## src/hw/rtl/c8pf_pkg.sv

```systemverilog
`timescale 1ns / 1ps
package c8pf_pkg;

  localparam int MaxMessage   = 28;
  localparam int BurstMax     = 5;
  localparam int CntW         = 3;

  localparam logic [7:0] Preamble     = 8'hAA;
  localparam logic [7:0] CrcPoly      = 8'h07;
  localparam logic [4:0] DefaultLimit = 5'd16;
  localparam logic [7:0] IdCritA      = 8'h10;
  localparam logic [7:0] IdCritB      = 8'h11;
  localparam logic [7:0] IdCritC      = 8'h13;

  typedef enum logic [1:0] {
    StFrame   = 2'd0,
    StTooLong = 2'd1,
    StBusy    = 2'd2
  } status_e;

  typedef struct packed {
    logic [7:0] msg_byte;
    logic [4:0] msg_length;
    logic       link_ready;
  } in_req_t;

  typedef struct packed {
    logic [7:0] out_byte;
    status_e    status;
    logic       last_of_run;
  } out_req_t;

  typedef struct packed {
    out_req_t [BurstMax-1:0] res;
    logic [CntW-1:0]         count;
  } burst_t;

  function automatic logic [7:0] crc8_update(input logic [7:0] crc, input logic [7:0] b);
    logic [7:0] c;
    c = crc ^ b;
    for (int i = 0; i < 8; i++) begin
      if (c[7]) begin
        c = {c[6:0], 1'b0} ^ CrcPoly;
      end else begin
        c = {c[6:0], 1'b0};
      end
    end
    return c;
  endfunction

endpackage

```

## src/hw/rtl/c8pf_burst_buf.sv

```systemverilog
`timescale 1ns / 1ps
module c8pf_burst_buf (
  input  logic              clk_i,
  input  logic              rst_ni,
  input  logic              load_i,
  input  c8pf_pkg::burst_t  burst_i,
  output logic              can_load_o,
  output logic              out_valid_o,
  input  logic              out_stall_i,
  output c8pf_pkg::out_req_t out_req_o
);
  import c8pf_pkg::*;

  out_req_t [BurstMax-1:0] res_q, res_d;
  logic [CntW-1:0]         cnt_q, cnt_d;
  logic                    take;

  assign out_valid_o = (cnt_q != '0);
  assign out_req_o   = res_q[0];
  assign take        = out_valid_o && !out_stall_i;
  assign can_load_o  = (cnt_q == '0) || ((cnt_q == CntW'(1)) && !out_stall_i);

  always_comb begin
    res_d = res_q;
    cnt_d = cnt_q;
    if (load_i) begin
      res_d = burst_i.res;
      cnt_d = burst_i.count;
    end else if (take) begin
      for (int i = 0; i < BurstMax - 1; i++) begin
        res_d[i] = res_q[i+1];
      end
      cnt_d = cnt_q - CntW'(1);
    end
  end

  always_ff @(posedge clk_i or negedge rst_ni) begin
    if (!rst_ni) begin
      cnt_q <= '0;
    end else begin
      cnt_q <= cnt_d;
    end
  end

  always_ff @(posedge clk_i) begin
    res_q <= res_d;
  end

endmodule

```

## src/hw/rtl/crc8_packet_framer.sv

```systemverilog
`timescale 1ns / 1ps
// Channel  | Direction | Handshake               | Payload
// in       | input     | in_valid_i / in_stall_o | in_req_i  (msg_byte, msg_length, link_ready)
// out      | output    | out_valid_o/out_stall_i | out_req_o (out_byte, status, last_of_run)
// cfg      | input     | cfg_we_i                | cfg_wdata_i (payload_limit)
//
// Each request is evaluated in the cycle it is accepted; its 0 to 5 results are
// loaded into a result buffer and leave one per cycle while out_stall_i is low.
// in_stall_o is high while more than one result is queued, or one is queued and
// out_stall_i holds it.
// Reset clears sequence, CRC, position and drop state and sets the limit to 16.
module crc8_packet_framer (
  input  logic               clk_i,
  input  logic               rst_ni,
  input  logic               in_valid_i,
  output logic               in_stall_o,
  input  c8pf_pkg::in_req_t  in_req_i,
  output logic               out_valid_o,
  input  logic               out_stall_i,
  output c8pf_pkg::out_req_t out_req_o,
  input  logic               cfg_we_i,
  input  logic [4:0]         cfg_wdata_i
);
  import c8pf_pkg::*;

  logic [4:0] limit_q;
  logic [7:0] seq_q, seq_d;
  logic [7:0] crc_q, crc_d;
  logic [4:0] pos_q, pos_d;
  logic       drop_q, drop_d;

  logic       can_load, accept;
  burst_t     burst;

  logic       first, too_long, critical, busy, ends;
  logic [4:0] lim, len;
  logic [7:0] b, flen, crc_base, crc_new;

  assign accept     = in_valid_i && can_load;
  assign in_stall_o = !can_load;

  assign b        = in_req_i.msg_byte;
  assign len      = in_req_i.msg_length;
  assign first    = (pos_q == '0);
  assign lim      = (limit_q == '0) ? DefaultLimit : limit_q;
  assign too_long = (len == '0) || (len > lim) || ({3'b000, len} > 8'(MaxMessage));
  assign critical = (b == IdCritA) || (b == IdCritB) || (b == IdCritC);
  assign busy     = !in_req_i.link_ready && !critical;
  assign ends     = ({1'b0, pos_q} + 6'd1) >= {1'b0, len};
  assign flen     = {3'b000, len} + 8'd1;
  assign crc_base = first ? crc8_update(crc8_update(8'h00, flen), seq_q) : crc_q;
  assign crc_new  = crc8_update(crc_base, b);

  always_comb begin
    burst  = '0;
    seq_d  = seq_q;
    crc_d  = crc_q;
    pos_d  = pos_q;
    drop_d = drop_q;
    if (first && (too_long || busy)) begin
      burst.res[0].status = too_long ? StTooLong : StBusy;
      burst.count         = CntW'(1);
      if (len > 5'd1) begin
        drop_d = 1'b1;
        pos_d  = 5'd1;
      end else begin
        drop_d = 1'b0;
      end
    end else if (first) begin
      drop_d              = 1'b0;
      burst.res[0].out_byte = Preamble;
      burst.res[1].out_byte = flen;
      burst.res[2].out_byte = seq_q;
      burst.res[3].out_byte = b;
      seq_d               = seq_q + 8'd1;
      crc_d               = crc_new;
      if (ends) begin
        burst.res[4].out_byte = crc_new;
        burst.count           = CntW'(5);
        pos_d                 = '0;
      end else begin
        burst.count = CntW'(4);
        pos_d       = pos_q + 5'd1;
      end
    end else if (drop_q) begin
      if (ends) begin
        pos_d  = '0;
        drop_d = 1'b0;
      end else begin
        pos_d = pos_q + 5'd1;
      end
    end else begin
      burst.res[0].out_byte = b;
      crc_d                 = crc_new;
      if (ends) begin
        burst.res[1].out_byte = crc_new;
        burst.count           = CntW'(2);
        pos_d                 = '0;
      end else begin
        burst.count = CntW'(1);
        pos_d       = pos_q + 5'd1;
      end
    end
    for (int i = 0; i < BurstMax; i++) begin
      burst.res[i].last_of_run = (CntW'(i + 1) == burst.count);
    end
  end

  always_ff @(posedge clk_i or negedge rst_ni) begin
    if (!rst_ni) begin
      limit_q <= DefaultLimit;
      seq_q   <= '0;
      crc_q   <= '0;
      pos_q   <= '0;
      drop_q  <= 1'b0;
    end else begin
      if (cfg_we_i) begin
        limit_q <= cfg_wdata_i;
      end
      if (accept) begin
        seq_q  <= seq_d;
        crc_q  <= crc_d;
        pos_q  <= pos_d;
        drop_q <= drop_d;
      end
    end
  end

  c8pf_burst_buf u_burst_buf (
    .clk_i       (clk_i),
    .rst_ni      (rst_ni),
    .load_i      (accept),
    .burst_i     (burst),
    .can_load_o  (can_load),
    .out_valid_o (out_valid_o),
    .out_stall_i (out_stall_i),
    .out_req_o   (out_req_o)
  );

endmodule
```

## config.mk

```make
export PLATFORM = sky130hd
export DESIGN_NAME = crc8_packet_framer
export DESIGN_NICKNAME = d
export VERILOG_FILES = /design/src/hw/rtl/c8pf_pkg.sv /design/src/hw/rtl/c8pf_burst_buf.sv /design/src/hw/rtl/crc8_packet_framer.sv
export SDC_FILE = /design/constraint.sdc
export NUM_CORES = 1
export LEC_CHECK = 0
export ABC_AREA = 1
export BUFFER_PORTS_ARGS = -buffer_cell sky130_fd_sc_hd__buf_2
export CAP_MARGIN = 20
export CELL_PAD_IN_SITES_DETAIL_PLACEMENT = 0
export CELL_PAD_IN_SITES_GLOBAL_PLACEMENT = 1
export CORE_AREA = 2 2 136 98
export DETAILED_ROUTE_END_ITERATION = 10
export DIE_AREA = 0 0 138 100
export GPL_ROUTABILITY_DRIVEN = 1
export MAX_ROUTING_LAYER = met4
export PLACE_DENSITY = 0.8
export SYNTH_ARGS = -nofsm -noshare
export SYNTH_HDL_FRONTEND = slang
export SYNTH_SLANG_ARGS = --single-unit
```

## constraint.sdc

```tcl
create_clock -name clk_i -period 2.9 [get_ports clk_i]
set_input_delay 0.145 -clock clk_i [delete_from_list [all_inputs] [get_ports clk_i]]
set_output_delay 0.145 -clock clk_i [all_outputs]
set_load 0.005 [all_outputs]
```

==> results of run 1 <==
## power breakdown
part	switching [uW]	leakage [uW]	internal [uW]
combinational	1840	0.00190	1050
sequential	189	0.000818	1650
clock	519	0.000137	601
total	2550	0.00286	3300
## synth_stat cells (all sizes together), types with 3 or more instances
cell type | count | area share (%)
xor2 | 18 | 3.1
o21bai | 3 | 0.44
dfrtp | 29 | 14
a21oi | 8 | 0.79
xnor2 | 3 | 0.52
nand2 | 215 | 18
o22ai | 3 | 0.37
clkbuf | 12 | 1.7
edfxtp | 47 | 28
nand4 | 8 | 0.99
buf | 15 | 2.2
o21ai | 55 | 5.6
nor2 | 27 | 2.3
ha | 19 | 4.7
inv | 75 | 5.6
o21a | 4 | 0.59
or2 | 5 | 0.62
nand3 | 74 | 7.6
## sequential cells by signal (all words and copies together), names as in the netlist
name,cells
u_burst_buf.res_q,36
u_burst_buf.out_req_o,11
crc_q,8
seq_q,8
limit_q,5
pos_q,5
u_burst_buf.cnt_q,3
drop_q,1
## critical path, stage by stage, from the launching register on
cell	delay [ns]
dfrtp_1	0.43
inv_1	0.09
ha_1	0.33
ha_1	0.28
o21a_1	0.10
o21a_1	0.17
o21a_1	0.17
o21a_1	0.18
nor2_2	0.10
buf_4	0.17
o21ai_0	0.09
o21ai_1	0.22
o21ai_0	0.12
nand2_1	0.07
o21ai_0	0.08
## per-layer routing
metal	up-vias	global-route usage, %
met2	140	32.64
met1	2089	29.69
met5	-	-
li1	2160	-
met3	11	4.437
met4	0	4.710
## per-stage QoR
step	total power, uW	hold slack [ns]	std cells
final	5846	0.01255	851
after detailed placement	4663	0.2905	831
after CTS	5811	0.002162	848
after global routing	6334	0.02901	851
after global placement	4638	0.2793	831
after floorplan	3863	-0.1506	635
## repair_timing
item | CTS | global route
resized for setup | 0 | 10
hold buffers | 1 | 0
endpoints found under the setup margin | 0 | 26
hold endpoints to repair | 29 | 0
buffers inserted | 0 | 3
## path summary, 6_finish.rpt
kind	start	end
max	pos_q[0]	u_burst_buf.cnt_q[0]
min	cfg_wdata_i[0]	limit_q[0]
max reg2reg	pos_q[0]	u_burst_buf.cnt_q[0]
min reg2reg	crc_q[0]	crc_q[0]
max in group asynchronous	rst_ni	crc_q[3]
min in group asynchronous	rst_ni	limit_q[2]
## cells in the final DEF (no fill, tap or decap), drive strengths merged
cell type / synthesis / routed
a21oi: 8 / 8
xor2: 18 / 18
nor2: 27 / 27
nand3: 74 / 74
edfxtp: 47 / 47
mux2: 1 / 1
nand2: 215 / 215
a22oi: 1 / 1
inv: 75 / 77
or2: 5 / 5
dlygate4sd3: 0 / 1
a31oi: 2 / 2
nand4: 8 / 8
xnor2: 3 / 3
nor3: 2 / 2
o221ai: 1 / 1
dfrtp: 29 / 29
a21o: 1 / 1
o22ai: 3 / 3
o21ai: 55 / 55
xor3: 2 / 2
o21bai: 3 / 3
clkinv: 0 / 2
a41oi: 2 / 2
nor4: 2 / 2
o21a: 4 / 4
buf: 15 / 60
dfstp: 1 / 1
clkinvlp: 0 / 3
ha: 19 / 19
clkbuf: 12 / 9
## cell families (layout without fill, tap and decap cells)
kind of cell | count (synthesis) | count (layout) | synth area share, %
simple gates | 333 | 333 | 29.53
buf+inv | 102 | 152 | 9.414
compound gates | 80 | 80 | 8.846
flops | 77 | 77 | 42.72
xor+xnor | 23 | 23 | 4.571
fa+ha+maj | 19 | 19 | 4.695
mux | 1 | 1 | 0.2224
## final cells by class
class,instances,share of cell area [%]
clock buffer,9,3.895
sequential,77,37.42
clock inverter,7,1.190
multi-input combinational,456,42.57
tap,166,3.592
timing repair buffer,61,6.406
inverter,75,4.934
==> impl_metrics.json, run 1 <==
{
  "critPathCaptureType": "register",
  "maxSlewHeadroom_pct": 45.23,
  "hold_class": "input pin to register",
  "multi_input_area_mm2": 0.002461,
  "grt_max_degree": 45,
  "hold_viol": 0,
  "placed_cell_area_mm2": 0.005428,
  "wl_met3_um": 876,
  "drc": 0,
  "maxCapViolations": 0,
  "wl_per_cell_um": 15.93,
  "p_per_area_mw_per_mm2": 1011,
  "whs_path_depth": 3,
  "grt_util_all_layers_pct": 21.39,
  "synthToLayoutAreaGrowth_pct": 14.18,
  "synth_ff_type": "edfxtp_1",
  "synth_area_mm2": 0.005064,
  "critPathArrivalTime_ns": 2.94,
  "wl_met2_mm": 5.895,
  "async_flop_share_pct": 38.96,
  "ys_seq_elements": 77,
  "grt_pass1_wl_mm": 22.56,
  "tns_ns": 0,
  "die-height_um": 100,
  "cts_sinks": 77,
  "ys.warnings.count": 0,
  "dp_slack_ns": 0.02028,
  "cts-buffers-inserted": 9,
  "r2r_setup_slack_ns": 0.16,
  "io_pins": 37,
  "insertion_delay_ns": 0.34,
  "final_nets": 723,
  "status": "finished clean",
  "worst_pin_slew_ns": 0.8215,
  "startpoint_type": "register",
  "cts_root_buffer": "clkbuf_16",
  "hpwl_mm": 10.28,
  "ir_drop_v": 0.0004217,
  "synthCells": 635,
  "synth_edf_count": 47,
  "clock_skew_ns": 0.003989,
  "setup_viol": 0,
  "cts_tree": "done",
  "initial_utilization_pct": 39.87,
  "htree_levels": 3,
  "vias": 4400,
  "syn-num-nets": 678,
  "cp.required_ns": 3.10,
  "firstDrtPassIters": 5,
  "stdcell_area_mm2": 0.005782,
  "antenna_cells": 0,
  "leakage_uw": 0.002861,
  "row_count": 35,
  "fmax_ghz": 0.3655,
  "crit_type": "register to register",
  "dr.first_iter.drc_count": 444,
  "setup_ws_ns": 0.1637,
  "grt-ovfl-total": 0,
  "worstPathMaxFanout": 8,
  "vias_per_cell": 5.170,
  "globalplace.congestion": 0.9274,
  "highest_layer": "met4",
  "nFillCells": 1295,
  "regArea_mm2": 0.002163,
  "ys_types": 41,
  "met1_length_mm": 6.667,
  "synth.avg_cell_area_um2": 7.974,
  "clock_path_buffers": 2,
  "yosysSeqAreaShare_pct": 42.72,
  "drt_wl_total_mm": 13.55,
  "slew_violations": 0,
  "path_clk_slew_ns": 0.07,
  "finalCriticalPeriod_ns": 2.736,
  "die_x_um": 138,
  "drtAntennaViolNets": 0,
  "portBuffers": 36,
  "fin_util_pct": 45.53,
  "antenna_found_initial": 0,
  "core_mm2": 0.01270,
  "ff2ff_path_depth": 14,
  "finalCritPeriodShare_pct": 94.36,
  "drive_above_1_share_pct": 19.56,
  "grt_pass1_vias": 4312,
  "die_area_mm2": 0.01380
}
Power figures use the tool's default switching activity.
==> inputs of run 2 (changes only) <==
Settings changed: CORE_AREA 2 2 136 98 to 2 2 142 103, DIE_AREA 0 0 138 100 to 0 0 144 105, PLACE_DENSITY 0.8 to 0.81, SYNTH_HIERARCHICAL set to 1.
==> impl_metrics.json, run 2 <==
{
  "final_cell_mix": "277 x nand2_1, 70 x nand3_1, 61 x inv_1, 55 x edfxtp_1, 46 x nor2_1",
  "crit_type": "register to register",
  "startpoint_type": "register",
  "maxSlewHeadroom_pct": 47.78,
  "grt_pass1_vias": 4748,
  "maxCapViolations": 0,
  "firstDrtPassIters": 5,
  "largest_reg_flops": 44,
  "wl_per_cell_um": 15.38,
  "p_total_uw": 7333,
  "initial_utilization_pct": 41.49,
  "synthToLayoutAreaGrowth_pct": 14.12,
  "grt_pass1_wl_mm": 24.56,
  "portBuffers": 36,
  "slew_violations": 0,
  "synth_area_mm2": 0.005663,
  "crit_family": "adder cells",
  "cts_sinks": 85,
  "cts_tree": "done",
  "cts_root_buffer": "clkbuf_16",
  "synth.most_common_cell": "nand2_1",
  "synth_ff_type": "edfxtp_1",
  "grtUsageMet3_pct": 6.141,
  "critPathArrivalTime_ns": 2.70,
  "worst_pin_slew_ns": 0.7833,
  "hold_viol": 0,
  "ir_drop_v": 0.001120,
  "path_depth": 14,
  "dp.cells": 956,
  "vias_per_cell": 4.911,
  "vias": 4793,
  "path_clk_slew_ns": 0.07,
  "layoutNonFillerInstCount": 976,
  "final_nets": 824,
  "status": "finished clean",
  "whs_path_depth": 3,
  "mostFrequentLayoutCell": "nand2_1",
  "slowest_stage": "dfrtp_1",
  "rsz0062_at_grt": "false",
  "ys_types": 46,
  "fmax_ghz": 0.3835,
  "core_mm2": 0.01365,
  "io_pins": 37,
  "synth.avg_cell_area_um2": 7.726,
  "worst-path-buf-inv": 3,
  "clock_skew_ns": 0.01068,
  "die_area_mm2": 0.01512,
  "synthTopCellsByCount": "279 x nand2_1, 70 x nand3_1, 64 x inv_1",
  "critPathCaptureType": "register",
  "die_x_um": 144,
  "yosysSeqAreaShare_pct": 42.44,
  "leakage_uw": 0.003211,
  "yosys.area.top_type": "edfxtp_1",
  "drc": 0,
  "p_per_area_mw_per_mm2": 1135,
  "htree_levels": 3,
  "cp.required_ns": 2.99,
  "grt_max_degree": 52,
  "row_count": 36,
  "antenna_found_initial": 0,
  "antenna_cells": 0,
  "drive_above_1_share_pct": 18.32,
  "hold_class": "input pin to register",
  "yosysTopAreaCellShare_pct": 29.16,
  "synth.area.top_cells": "edfxtp_1 29%, nand2_1 18%, dfrtp_1 13%",
  "die-height_um": 105,
  "setup_viol": 0,
  "globalplace.congestion": 0.9701,
  "worstPathMaxFanout": 8,
  "ys_seq_elements": 85,
  "finalCritPeriodShare_pct": 89.93,
  "top_usage_layer": "met1",
  "path_cells": "buf_4 -> ha_1 -> xor2_1 -> ha_1 -> o21a_1 -> o21ai_0 -> nand2_1 -> a21oi_1 -> nand2_1 -> buf_4 -> nand2_1 -> nor2_1 -> inv_2 -> nor2_1",
  "clock_path_buffers": 2,
  "insertion_delay_ns": 0.34,
  "synthCells": 733,
  "ff2ff_path_depth": 14,
  "critPathMostFrequentCell": "nand2_1",
  "async_flop_share_pct": 35.29,
  "drt_wl_total_mm": 15.01,
  "drtAntennaViolNets": 0,
  "ys.warnings.count": 6,
  "regMostFlops": "u_burst_buf/res_q",
  "grt-ovfl-total": 0,
  "slowest_delay_ns": 0.38,
  "synth_edf_count": 55,
  "grt_util_all_layers_pct": 21.68,
  "dr.first_iter.drc_count": 367,
  "finalCriticalPeriod_ns": 2.608,
  "tns_ns": 0,
  "cts-buffers-inserted": 9,
  "globalRouteMet1Util_pct": 31.01,
  "hpwl_mm": 11.54,
  "grtUsageMet2_pct": 30.07
}
[run 2: path summary, 6_finish.rpt]
| kind | slack [ns] | startpoint | end |
|---|---|---|---|
| hold reg to reg | 0.49 | crc_q[0] | crc_q[0] |
| setup reg to reg | 0.29 | pos_q[0] | u_burst_buf/res_q[47] |
| hold / removal | 0.03 | cfg_wdata_i[1] | limit_q[1] |
| max in group asynchronous | 1.98 | rst_ni | crc_q[3] |
| min in group asynchronous | 0.42 | rst_ni | pos_q[1] |
| setup / recovery | 0.29 | pos_q[0] | u_burst_buf/res_q[47] |
[run 2: area by class of cell]
| class | count | area [um^2] |
|---|---|---|
| Fill cell | 1344 | 7186 |
| Multi-Input combinational cell | 552 | 2815 |
| Sequential cell | 85 | 2404 |
| Timing Repair Buffer | 61 | 397.9 |
| Inverter | 72 | 272.8 |
| Tap cell | 190 | 237.7 |
| Clock buffer | 9 | 225.2 |
| Clock inverter | 7 | 110.1 |
[run 2: worst register-to-register path: cells and delay by family, from the launching register on]
family | cells | cell delay, ns
fa+ha+maj | 2 | 0.49
buf+inv | 3 | 0.47
simple gates | 5 | 0.40
flops | 1 | 0.38
compound gates | 3 | 0.37
xor+xnor | 1 | 0.24
[run 2: timing repair]
action	CTS	global route
setup endpoints to repair	0	23
hold buffers	2	0
gates resized for setup	0	10
buffers inserted	0	2
endpoints found under the hold margin	30	0
[run 2: per-stage QoR]
stage | util (%) | cell area, um^2 | setup slack, ns | hold WS [ns]
global placement | 44.42 | 6062 | 0.04242 | 0.2514
global route | 47.35 | 6462 | 0.02063 | 0.06087
CTS | 47.02 | 6417 | 0.08947 | 0.02181
floorplan | - | 5693 | 0.08297 | -0.1506
finish | 47.35 | 6462 | 0.2922 | 0.03232
detailed placement | 44.42 | 6062 | 0.02249 | 0.2624
[run 2: metal layers]
metal,part of all wire [%],wire length (um),vias up
met4,1.0,150,0
met1,51,7584,2246
met2,41,6218,110
li1,-,-,2422
met5,0,0,-
met3,7.0,1058,15
[run 2: kinds of logic after synthesis]
| logic type | count (synthesis) | synth area share [%] |
|---|---|---|
| buffers and inverters | 104 | 8.948 |
| AOI/OAI and AO/OA | 49 | 4.905 |
| xor gates and xnor gates | 26 | 5.170 |
| DFF | 85 | 42.44 |
| and+or+nand+nor | 448 | 34.07 |
| muxes | 1 | 0.1988 |
| other | 1 | 0.06622 |
| adders and majority gates | 19 | 4.198 |
[run 2: report_power, final]
part	switching, uW	leakage (uW)	total [uW]	internal (uW)
Combinational	2450	0.00215	3790	1340
Sequential	253	0.000902	2250	2000
Clock	522	0.000159	1290	768
Total	3230	0.00321	7330	4110
